==> src/rtl/rarest_piece_selector_core_defines.svh <==
`ifndef RAREST_PIECE_SELECTOR_CORE_DEFINES_SVH
`define RAREST_PIECE_SELECTOR_CORE_DEFINES_SVH

// Assertion helpers. Every check is clocked on clk and is off while rst_n is low.

// A condition that must hold in the same cycle.
`define RPS_ASSERT_NOW(name, cond) \
    name: assert property (@(posedge clk) disable iff (!rst_n) (cond)) \
        else $error("rarest piece selector check failed");

// A trigger that must be followed by a consequence in the next cycle.
`define RPS_ASSERT_NEXT(name, trig, cons) \
    name: assert property (@(posedge clk) disable iff (!rst_n) (trig) |=> (cons)) \
        else $error("rarest piece selector check failed");

`endif

==> src/rtl/rps_pkg.sv <==
`default_nettype none

package rps_pkg;

    localparam int NUM_PIECES_DEF  = 32;
    localparam int COUNT_WIDTH_DEF = 8;

    // Fixed field widths of the ports.
    localparam int OP_W     = 3;
    localparam int MASK_W   = 32;
    localparam int PIECE_W  = 5;
    localparam int WANT_W   = 6;
    localparam int CNT_OUT_W = 8;
    localparam int STATUS_W = 2;
    localparam int CFG_W    = 6;

    localparam logic [CFG_W-1:0] PIECES_IN_USE_RST = 6'd32;

    localparam logic [OP_W-1:0] OP_ADD_MASK    = 3'd0;
    localparam logic [OP_W-1:0] OP_REMOVE_MASK = 3'd1;
    localparam logic [OP_W-1:0] OP_ADD_ONE     = 3'd2;
    localparam logic [OP_W-1:0] OP_READ_COUNT  = 3'd3;
    localparam logic [OP_W-1:0] OP_SELECT      = 3'd4;

    localparam logic [STATUS_W-1:0] ST_OK      = 2'd0;
    localparam logic [STATUS_W-1:0] ST_BAD_IDX = 2'd1;
    localparam logic [STATUS_W-1:0] ST_BAD_SET = 2'd2;

    typedef struct packed {
        logic inc;   // bump the counter, saturating
        logic dec;   // lower the counter, floored at zero
        logic load;  // latch candidate bit and start the ranking ring
        logic step;  // compare against the passing key and shift the ring
    } cell_ctrl_t;

endpackage

`default_nettype wire

==> src/rtl/rps_cell.sv <==
`default_nettype none

module rps_cell #(
    parameter int COUNT_WIDTH = rps_pkg::COUNT_WIDTH_DEF,
    parameter int IDX_WIDTH   = 5,
    parameter int RANK_WIDTH  = 6,
    parameter int CELL_INDEX  = 0
) (
    input  wire                      clk,
    input  wire                      rst_n,
    input  rps_pkg::cell_ctrl_t      ctrl,
    input  wire                      cand_in,
    input  wire                      prev_cand,
    input  wire  [COUNT_WIDTH-1:0]   prev_count,
    input  wire  [IDX_WIDTH-1:0]     prev_idx,
    output logic                     pass_cand,
    output logic [COUNT_WIDTH-1:0]   pass_count,
    output logic [IDX_WIDTH-1:0]     pass_idx,
    output logic [COUNT_WIDTH-1:0]   own_count,
    output logic                     own_sel,
    output logic [RANK_WIDTH-1:0]    rank
);

    localparam logic [COUNT_WIDTH-1:0] CountMax = {COUNT_WIDTH{1'b1}};
    localparam logic [IDX_WIDTH-1:0]   MyIdx    = IDX_WIDTH'(CELL_INDEX);

    logic [COUNT_WIDTH-1:0] count_reg, count_next;
    logic                   sel_reg;
    logic                   pass_cand_reg;
    logic [COUNT_WIDTH-1:0] pass_count_reg;
    logic [IDX_WIDTH-1:0]   pass_idx_reg;
    logic [RANK_WIDTH-1:0]  rank_reg;
    logic                   less;

    always_comb
    begin
        count_next = count_reg;
        if (ctrl.inc && count_reg != CountMax)
        begin
            count_next = count_reg + COUNT_WIDTH'(1);
        end
        else if (ctrl.dec && count_reg != '0)
        begin
            count_next = count_reg - COUNT_WIDTH'(1);
        end
    end

    // The passing key ranks ahead of ours on a lower count, or on a tie with a lower index.
    assign less = (pass_count_reg < count_reg) ||
                  ((pass_count_reg == count_reg) && (pass_idx_reg < MyIdx));

    always_ff @(posedge clk or negedge rst_n)
    begin
        if (!rst_n)
        begin
            count_reg <= '0;
        end
        else
        begin
            count_reg <= count_next;
        end
    end

    always_ff @(posedge clk)
    begin
        if (ctrl.load)
        begin
            sel_reg        <= cand_in;
            pass_cand_reg  <= cand_in;
            pass_count_reg <= count_reg;
            pass_idx_reg   <= MyIdx;
            rank_reg       <= '0;
        end
        else if (ctrl.step)
        begin
            if (sel_reg && pass_cand_reg && less)
            begin
                rank_reg <= rank_reg + RANK_WIDTH'(1);
            end
            pass_cand_reg  <= prev_cand;
            pass_count_reg <= prev_count;
            pass_idx_reg   <= prev_idx;
        end
    end

    assign pass_cand  = pass_cand_reg;
    assign pass_count = pass_count_reg;
    assign pass_idx   = pass_idx_reg;
    assign own_count  = count_reg;
    assign own_sel    = sel_reg;
    assign rank       = rank_reg;

endmodule

`default_nettype wire

==> src/rtl/rarest_piece_selector_core.sv <==
`default_nettype none

// Channel   Handshake                Payload
// in        in_valid / in_ready      opcode, piece_mask, piece_number, how_many
// out       out_valid / out_ready    chosen_piece, count_value, status, last_flag
// cfg       cfg_valid / cfg_ready    cfg_data (pieces_in_use)
//
// Mask, single-piece and read operations update the counters in the accept cycle and
// place the result from the response state; no new request is taken until then.
// A select transaction ranks candidates by sending every key once around the ring of
// cells, then emits one piece per cycle while the output is not stalled.
// Reset clears all counters and sets pieces_in_use to 32.
// A stalled output holds the block in its result phase; cfg is always ready.

`include "rarest_piece_selector_core_defines.svh"

module rarest_piece_selector_core #(
    parameter int NUM_PIECES  = rps_pkg::NUM_PIECES_DEF,
    parameter int COUNT_WIDTH = rps_pkg::COUNT_WIDTH_DEF
) (
    input  wire                              clk,
    input  wire                              rst_n,
    input  wire                              in_valid,
    output logic                             in_ready,
    input  wire  [rps_pkg::OP_W-1:0]         opcode,
    input  wire  [rps_pkg::MASK_W-1:0]       piece_mask,
    input  wire  [rps_pkg::PIECE_W-1:0]      piece_number,
    input  wire  [rps_pkg::WANT_W-1:0]       how_many,
    output logic                             out_valid,
    input  wire                              out_ready,
    output logic [rps_pkg::PIECE_W-1:0]      chosen_piece,
    output logic [rps_pkg::CNT_OUT_W-1:0]    count_value,
    output logic [rps_pkg::STATUS_W-1:0]     status,
    output logic                             last_flag,
    input  wire                              cfg_valid,
    output logic                             cfg_ready,
    input  wire  [rps_pkg::CFG_W-1:0]        cfg_data
);

    localparam int IW  = (NUM_PIECES > 1) ? $clog2(NUM_PIECES) : 1;
    localparam int RW  = $clog2(NUM_PIECES + 1);
    localparam int NW  = (RW > rps_pkg::WANT_W) ? RW : rps_pkg::WANT_W;
    localparam int LimCap = (NUM_PIECES < rps_pkg::MASK_W) ? NUM_PIECES : rps_pkg::MASK_W;
    localparam int LW  = 7;

    localparam logic [1:0] S_IDLE = 2'd0;
    localparam logic [1:0] S_RESP = 2'd1;
    localparam logic [1:0] S_RANK = 2'd2;
    localparam logic [1:0] S_EMIT = 2'd3;

    logic [1:0]                    state_reg, state_next;
    logic [rps_pkg::CFG_W-1:0]     piu_reg;
    logic [IW-1:0]                 step_reg, step_next;
    logic [RW-1:0]                 total_reg, total_next;
    logic [RW-1:0]                 n_reg, n_next;
    logic [rps_pkg::WANT_W-1:0]    want_reg, want_next;
    logic [rps_pkg::PIECE_W-1:0]   resp_piece_reg, resp_piece_next;
    logic [rps_pkg::STATUS_W-1:0]  resp_status_reg, resp_status_next;
    logic                          resp_zero_reg, resp_zero_next;

    logic                          out_valid_reg;
    logic [rps_pkg::PIECE_W-1:0]   out_piece_reg;
    logic [rps_pkg::CNT_OUT_W-1:0] out_count_reg;
    logic [rps_pkg::STATUS_W-1:0]  out_status_reg;
    logic                          out_last_reg;

    logic                          in_fire, slot_free, out_load;
    logic [LW-1:0]                 lim;
    logic [rps_pkg::MASK_W-1:0]    vm;
    logic                          mask_bad, pn_ok, sel_bad, start_rank;
    logic                          step_done, emit_last;
    logic [NW-1:0]                 ecount;

    rps_pkg::cell_ctrl_t           ctrl [NUM_PIECES];
    logic                          mask_bit   [NUM_PIECES];
    logic                          pn_in_hit  [NUM_PIECES];
    logic                          pn_hit     [NUM_PIECES];
    logic                          p_cand     [NUM_PIECES];
    logic [COUNT_WIDTH-1:0]        p_count    [NUM_PIECES];
    logic [IW-1:0]                 p_idx      [NUM_PIECES];
    logic [COUNT_WIDTH-1:0]        own_count  [NUM_PIECES];
    logic                          own_sel    [NUM_PIECES];
    logic [RW-1:0]                 rank       [NUM_PIECES];
    logic [NUM_PIECES-1:0]         hit_vec;

    logic [COUNT_WIDTH-1:0]        rd_count, emit_count;
    logic [rps_pkg::PIECE_W-1:0]   emit_piece;

    assign cfg_ready = 1'b1;
    assign in_ready  = (state_reg == S_IDLE);
    assign in_fire   = in_valid && in_ready;
    assign slot_free = !out_valid_reg || out_ready;

    // Effective piece limit and the mask of pieces in range.
    always_comb
    begin
        lim = (LW'(piu_reg) > LW'(LimCap)) ? LW'(LimCap) : LW'(piu_reg);
        for (int i = 0; i < rps_pkg::MASK_W; i++)
        begin
            vm[i] = (LW'(i) < lim);
        end
    end

    assign mask_bad   = |(piece_mask & ~vm);
    assign pn_ok      = (LW'(piece_number) < lim);
    assign sel_bad    = (piece_mask == '0) || mask_bad;
    assign start_rank = in_fire && (opcode == rps_pkg::OP_SELECT) && !sel_bad &&
                        (how_many != '0);

    genvar g;
    generate
        for (g = 0; g < NUM_PIECES; g++)
        begin : g_cells
            localparam int Prev = (g == 0) ? NUM_PIECES - 1 : g - 1;

            if (g < rps_pkg::MASK_W)
            begin : g_lo
                assign mask_bit[g]  = piece_mask[g];
                assign pn_in_hit[g] = (piece_number == rps_pkg::PIECE_W'(g));
                assign pn_hit[g]    = (resp_piece_reg == rps_pkg::PIECE_W'(g));
            end
            else
            begin : g_hi
                assign mask_bit[g]  = 1'b0;
                assign pn_in_hit[g] = 1'b0;
                assign pn_hit[g]    = 1'b0;
            end

            assign ctrl[g].inc  = in_fire && (
                                  ((opcode == rps_pkg::OP_ADD_MASK) && !mask_bad &&
                                   mask_bit[g]) ||
                                  ((opcode == rps_pkg::OP_ADD_ONE) && pn_ok && pn_in_hit[g]));
            assign ctrl[g].dec  = in_fire && !mask_bad &&
                                  (opcode == rps_pkg::OP_REMOVE_MASK) && mask_bit[g];
            assign ctrl[g].load = start_rank;
            assign ctrl[g].step = (state_reg == S_RANK);

            rps_cell #(
                .COUNT_WIDTH (COUNT_WIDTH),
                .IDX_WIDTH   (IW),
                .RANK_WIDTH  (RW),
                .CELL_INDEX  (g)
            ) u_cell (
                .clk        (clk),
                .rst_n      (rst_n),
                .ctrl       (ctrl[g]),
                .cand_in    (mask_bit[g]),
                .prev_cand  (p_cand[Prev]),
                .prev_count (p_count[Prev]),
                .prev_idx   (p_idx[Prev]),
                .pass_cand  (p_cand[g]),
                .pass_count (p_count[g]),
                .pass_idx   (p_idx[g]),
                .own_count  (own_count[g]),
                .own_sel    (own_sel[g]),
                .rank       (rank[g])
            );

            assign hit_vec[g] = own_sel[g] && (rank[g] == n_reg);
        end
    endgenerate

    // Read one counter, and pick the candidate whose rank is next in line.
    always_comb
    begin
        rd_count   = '0;
        emit_count = '0;
        emit_piece = '0;
        for (int i = 0; i < NUM_PIECES; i++)
        begin
            if (pn_hit[i])
            begin
                rd_count = rd_count | own_count[i];
            end
            if (hit_vec[i])
            begin
                emit_count = emit_count | own_count[i];
                emit_piece = emit_piece | rps_pkg::PIECE_W'(i);
            end
        end
    end

    assign ecount    = (NW'(total_reg) < NW'(want_reg)) ? NW'(total_reg) : NW'(want_reg);
    assign emit_last = ((NW'(n_reg) + NW'(1)) == ecount);
    assign step_done = (step_reg == IW'(NUM_PIECES - 1));
    assign out_load  = slot_free && ((state_reg == S_RESP) || (state_reg == S_EMIT));

    always_comb
    begin
        state_next       = state_reg;
        step_next        = step_reg;
        total_next       = total_reg;
        n_next           = n_reg;
        want_next        = want_reg;
        resp_piece_next  = resp_piece_reg;
        resp_status_next = resp_status_reg;
        resp_zero_next   = resp_zero_reg;

        case (state_reg)
            S_IDLE:
            begin
                if (in_fire)
                begin
                    want_next       = how_many;
                    resp_piece_next = piece_number;
                    case (opcode)
                        rps_pkg::OP_ADD_MASK, rps_pkg::OP_REMOVE_MASK:
                        begin
                            state_next       = S_RESP;
                            resp_status_next = mask_bad ? rps_pkg::ST_BAD_IDX : rps_pkg::ST_OK;
                            resp_zero_next   = mask_bad || !pn_ok;
                        end
                        rps_pkg::OP_ADD_ONE, rps_pkg::OP_READ_COUNT:
                        begin
                            state_next       = S_RESP;
                            resp_status_next = pn_ok ? rps_pkg::ST_OK : rps_pkg::ST_BAD_IDX;
                            resp_zero_next   = !pn_ok;
                        end
                        rps_pkg::OP_SELECT:
                        begin
                            if (sel_bad)
                            begin
                                state_next       = S_RESP;
                                resp_piece_next  = '0;
                                resp_status_next = rps_pkg::ST_BAD_SET;
                                resp_zero_next   = 1'b1;
                            end
                            else if (start_rank)
                            begin
                                state_next = S_RANK;
                                step_next  = '0;
                                total_next = '0;
                            end
                        end
                        default:
                        begin
                            state_next = S_IDLE;
                        end
                    endcase
                end
            end
            S_RESP:
            begin
                if (slot_free)
                begin
                    state_next = S_IDLE;
                end
            end
            S_RANK:
            begin
                // Cell zero sees every key exactly once, so it counts the candidates.
                if (p_cand[0])
                begin
                    total_next = total_reg + RW'(1);
                end
                step_next = step_reg + IW'(1);
                if (step_done)
                begin
                    state_next = S_EMIT;
                    n_next     = '0;
                end
            end
            S_EMIT:
            begin
                if (slot_free)
                begin
                    n_next = n_reg + RW'(1);
                    if (emit_last)
                    begin
                        state_next = S_IDLE;
                    end
                end
            end
            default:
            begin
                state_next = S_IDLE;
            end
        endcase
    end

    always_ff @(posedge clk or negedge rst_n)
    begin
        if (!rst_n)
        begin
            state_reg     <= S_IDLE;
            piu_reg       <= rps_pkg::PIECES_IN_USE_RST;
            out_valid_reg <= 1'b0;
        end
        else
        begin
            state_reg <= state_next;
            if (cfg_valid && cfg_ready)
            begin
                piu_reg <= cfg_data;
            end
            if (out_load)
            begin
                out_valid_reg <= 1'b1;
            end
            else if (out_ready)
            begin
                out_valid_reg <= 1'b0;
            end
        end
    end

    always_ff @(posedge clk)
    begin
        step_reg        <= step_next;
        total_reg       <= total_next;
        n_reg           <= n_next;
        want_reg        <= want_next;
        resp_piece_reg  <= resp_piece_next;
        resp_status_reg <= resp_status_next;
        resp_zero_reg   <= resp_zero_next;
        if (out_load)
        begin
            if (state_reg == S_RESP)
            begin
                out_piece_reg  <= resp_piece_reg;
                out_count_reg  <= resp_zero_reg ? '0 : rps_pkg::CNT_OUT_W'(rd_count);
                out_status_reg <= resp_status_reg;
                out_last_reg   <= 1'b1;
            end
            else
            begin
                out_piece_reg  <= emit_piece;
                out_count_reg  <= rps_pkg::CNT_OUT_W'(emit_count);
                out_status_reg <= rps_pkg::ST_OK;
                out_last_reg   <= emit_last;
            end
        end
    end

    assign out_valid    = out_valid_reg;
    assign chosen_piece = out_piece_reg;
    assign count_value  = out_count_reg;
    assign status       = out_status_reg;
    assign last_flag    = out_last_reg;

    // Ranks of the candidates are distinct, so exactly one cell answers each emit slot.
    `RPS_ASSERT_NOW(a_emit_onehot, (state_reg != S_EMIT) || $onehot(hit_vec))
    // A ring pass that has finished always found at least one candidate.
    `RPS_ASSERT_NEXT(a_rank_total, (state_reg == S_RANK) && step_done,
                     (state_reg == S_EMIT) && (total_reg != '0))
    // The last emitted piece returns the block to idle.
    `RPS_ASSERT_NEXT(a_emit_end, (state_reg == S_EMIT) && slot_free && emit_last,
                     (state_reg == S_IDLE) && out_valid_reg && out_last_reg)

endmodule

`default_nettype wire

==> config.mk <==
export PLATFORM = sky130hd
export DESIGN_NAME = rarest_piece_selector_core
export DESIGN_NICKNAME = d
export VERILOG_FILES = /design/src/rtl/rps_pkg.sv /design/src/rtl/rps_cell.sv /design/src/rtl/rarest_piece_selector_core.sv
export VERILOG_INCLUDE_DIRS = /design/src /design/src/rtl
export SDC_FILE = /design/constraint.sdc
export NUM_CORES = 2
export LEC_CHECK = 0
export BUFFER_PORTS_ARGS = -buffer_cell sky130_fd_sc_hd__buf_2
export CAP_MARGIN = 20
export CORE_UTILIZATION = 40
export DETAILED_ROUTE_END_ITERATION = 10
export PLACE_DENSITY = 0.53
export REMOVE_ABC_BUFFERS = 1
export SLEW_MARGIN = 15
export SYNTH_ARGS = -nofsm -noshare
export SYNTH_HDL_FRONTEND = slang
export SYNTH_SLANG_ARGS = --single-unit
==> constraint.sdc <==
create_clock -name clk -period 21.1 [get_ports clk]
set_input_delay 2.11 -clock clk [delete_from_list [all_inputs] [get_ports clk]]
set_output_delay 2.11 -clock clk [all_outputs]
set_load 0.01 [all_outputs]
==> impl_summary.log <==
INFO  metric status = finished, final reports clean
INFO  metric netlist_top_cells_area = sky130_fd_sc_hd__edfxtp_1 18%, sky130_fd_sc_hd__dfxtp_1 11%, sky130_fd_sc_hd__dfrtp_1 11%, sky130_fd_sc_hd__ha_1 9.9%, sky130_fd_sc_hd__xnor2_1 4.6%
INFO  metric yosysTopAreaCellShare = 0.1779
INFO  metric rsz0062_at_grt = no
INFO  metric synth_sequential_area_ratio = 0.3987
INFO  metric synth-xor-area-share = 0.08327
INFO  metric grt_antenna_before_repair = 12
INFO  metric route.detailed.wl_per_inst = 27.33 um
INFO  metric static-leakage-power = ~29 nW
INFO  metric yosys_warn_count = 0
INFO  metric ant_nets = 0
INFO  metric die_area = 156400 um^2
INFO  metric fraction_of_layout_cells_with_a_size_suffix_above_1 = 0.1210
INFO  metric crit_path_frequent_cell = sky130_fd_sc_hd__buf_4
INFO  metric asyncSetResetFlopFracSynth = 0.2693
INFO  metric worst_ep_required_time = 21500 ps
INFO  metric grt_usage = 0.2930
INFO  metric critPathMaxFanout = 65
INFO  metric synth_edf_count = 367
INFO  metric combinational_family_with_the_most_area_after_synthesis = simple AND/OR/NAND/NOR gates
INFO  metric timing_worst_setup_path_type = input port to register
INFO  metric dp.final_hpwl = 176700 um
INFO  metric r2r_slack = 13890 ps
INFO  metric timing.hold.worst.class = register to register
INFO  metric layout_setup_ws = about 13000 ps
INFO  metric vias = 50290
INFO  metric routabilityCongestion = 1.068
INFO  metric synth.largest_area_cell = sky130_fd_sc_hd__edfxtp_1
INFO  metric slew_headroom = 0.1529
INFO  metric synthToLayoutAreaGrowth = 11.54%
INFO  metric die_height = 395.5 um
INFO  metric synth-compound-area-share = 0.1247
INFO  metric cts_made_buffers = 118
INFO  metric worst_pin_slew = 1271 ps
INFO  metric worstSetupStartpointType = input port
INFO  metric tritoncts = yes
INFO  metric synth-adder-area-share = 0.1097
INFO  metric critical-path-max-stage-delay = 840 ps
INFO  metric clk_pin_slew_worst_paths = around 60 ps
INFO  metric setup_viol_count_final = 0
INFO  metric dr.first_iter.drc_count = 4794
INFO  metric leftover_overflow_at_the_end_of_global_routing = 0
INFO  metric post_synth.cell_area_avg = 9.888 um^2
INFO  metric path_buf_inv = 6
INFO  metric pin_count_of_the_biggest_net_entering_global_routing = 120
INFO  metric total_number_of_clock_tree_sinks = 984
INFO  metric fin_crit_sh = 0.3661
INFO  metric mostFrequentLayoutCells = 636 x sky130_fd_sc_hd__nand2_1, 492 x sky130_fd_sc_hd__ha_1, 440 x sky130_fd_sc_hd__nor2_1, 367 x sky130_fd_sc_hd__edfxtp_1, 352 x sky130_fd_sc_hd__dfxtp_1
INFO  metric powerDensity = 131.3 nW/um^2
INFO  metric std_cell_rows = 144
INFO  metric port-buffer-count = 74
INFO  metric timing.critical_path.max_delay_family = buffers and inverters
INFO  metric first_global_vias = 48720
INFO  metric flip_flop_and_latch_count_after_synthesis = 984
INFO  metric cts_repair_resizes = 0
INFO  metric cell_count_after_synthesis = 6265
INFO  metric worstPathArrival = 8130 ps
INFO  metric count_of_tritonroute_iterations_in_the_first_routing_pass = 7
INFO  metric muxShareOfSynthArea = 0.08808
INFO  metric viasPerCell = between 5 and 6
INFO  metric total_negative_slack = 0 ps
INFO  metric peakVddDrop = 0.07673 mV
INFO  metric slowest_cell_on_crit_path = sky130_fd_sc_hd__buf_4
INFO  metric cp-end-kind = register
INFO  metric netlist-cell-type-count = 89
INFO  metric skew = 41.35 ps
INFO  metric io_pins = 76
INFO  metric die_w = 395.5 um
INFO  metric netlist_area = ~62000 um^2
INFO  metric dominantRegCellSynth = sky130_fd_sc_hd__edfxtp_1
INFO  metric fin_max_slew_vios = 0
INFO  metric cts_hold_repair.buffers = 0
INFO  metric synthSimpleGateAreaFrac = 0.1557
INFO  metric htree_levels = 3
INFO  metric num-nets-final = between 6000 and 7000
INFO  metric floorplan.core_area = 153900 um^2
INFO  metric global_route_wire_length_before_repair = 339400 um
INFO  metric finalWirelength = between 200000 and 250000 um
INFO  metric final_period_minus_worst_setup_slack = about 7700 ps
INFO  metric clockBufferDepth = 3
INFO  metric final_common_cell = sky130_fd_sc_hd__nand2_1
INFO  metric clk_latency = 780 ps
INFO  metric post_cts.repair.setup_buffers = 0
INFO  metric dpl_worst_slack = 12710 ps
INFO  metric max_freq = 129.5 MHz
INFO  metric power = 0.009070 W
INFO  metric hold_violations = 0
INFO  metric maxCapViolCount = 0
INFO  metric post-route-drc-count = 0
INFO  metric cp_cell_sequence = buf_2 -> or2_2 -> a21oi_1 -> o21ai_0 -> o41a_1 -> nor3_4 -> buf_4 -> o31ai_2 -> buf_4 -> a2111o_2 -> buf_4 -> nand2_4 -> buf_4 -> buf_4
INFO  metric ctsRootBufferMaster = sky130_fd_sc_hd__clkbuf_16
INFO  metric floorplan.initialDensity = 0.4026
[tightest hold or removal path: cells and delay by family, from the launching register on]
| kind | cells | cell delay (ps) |
|---|---|---|
| flops | 1 | 310 |
| simple gates | 1 | 50 |
| compound gates | 1 | 50 |
[report_power, final]
part / switching [W] / internal [W] / total, W
Sequential: 0.00114 / 0.00270 / 0.00384
Clock: 0.000870 / 0.00122 / 0.00209
Combinational: 0.00175 / 0.00140 / 0.00315
[path summary, 6_finish.rpt]
path,from,depth (start not counted),endpoint
setup reg to reg,piu_reg[1],13,g_cells[19].u_cell.pass_count[0]
hold reg to reg,g_cells[0].u_cell.pass_idx[3],2,g_cells[1].u_cell.pass_idx[3]
max in group asynchronous,rst_n,3,g_cells[14].u_cell.own_count[7]
setup / recovery,piece_mask[22],14,g_cells[19].u_cell.pass_count[0]
min in group asynchronous,rst_n,1,g_cells[30].u_cell.own_count[0]
hold / removal,g_cells[0].u_cell.pass_idx[3],2,g_cells[1].u_cell.pass_idx[3]
[cells by family after synthesis]
| family | count (synthesis) |
|---|---|
| adders and majority gates | 524 |
| and+or+nand+nor | 2018 |
| DFF | 984 |
| muxes | 446 |
| other | 1 |
| xor gates and xnor gates | 589 |
| AOI/OAI and AO/OA | 1125 |
| buffers and inverters | 578 |
[synthesized netlist by cell type (all sizes together), types with 13 or more instances]
| library cell | count |
|---|---|
| and3 | 47 |
| a221oi | 90 |
| a211oi | 18 |
| nor2b | 67 |
| a22oi | 86 |
| clkbuf | 147 |
| ha | 492 |
| nor2 | 442 |
| o21bai | 37 |
| mux2 | 313 |
| edfxtp | 367 |
| o21a | 94 |
| xor2 | 265 |
| o41ai | 24 |
| dfxtp | 352 |
| a21oi | 269 |
| dfrtp | 264 |
| fa | 32 |
| inv | 342 |
| nor3 | 117 |
| a22o | 103 |
| mux2i | 133 |
| a41oi | 14 |
| nand3 | 223 |
| nand4b | 13 |
| o21ai | 191 |
| a21o | 107 |
| nor3b | 18 |
| xnor2 | 324 |
| nor4 | 148 |
| nand2 | 637 |
| buf | 89 |
| and2 | 15 |
| nand4 | 227 |
[final cells by class]
type | instances | area, um^2
fill | 14810 | 84770
multi-input combinational | 4703 | 35120
sequential | 984 | 24700
clock buffer | 180 | 3542
tap | 2044 | 2557
timing repair buffer | 210 | 1428
inverter | 342 | 1291
clock inverter | 46 | 436.7
antenna | 8 | 20.02
[through the flow]
step           instance area, um^2  hold WS (ps)  cells  utilization
2_1_floorplan                60770         432.1   6029            -
3_5_place_dp                 65080         448.9   8281       0.4230
6_report                     69100         440.1   8517       0.4491
3_3_place_gp                 65060         442.8   8278       0.4228
5_1_grt                      69090         472.0   8511       0.4490
4_1_cts                      69060         447.4   8507       0.4488
[routing by layer]
metal	GRT usage	vias up	wire length [um]	share of wire
li1	-	23020	-	-
met1	0.3957	24840	102400	0.44
met2	0.4481	1878	101300	0.44
met3	0.06084	537	17440	0.075
met4	0.1340	12	11630	0.050
met5	0	-	89	0.00038
No activity file was read; power rests on OpenSTA's default activity.
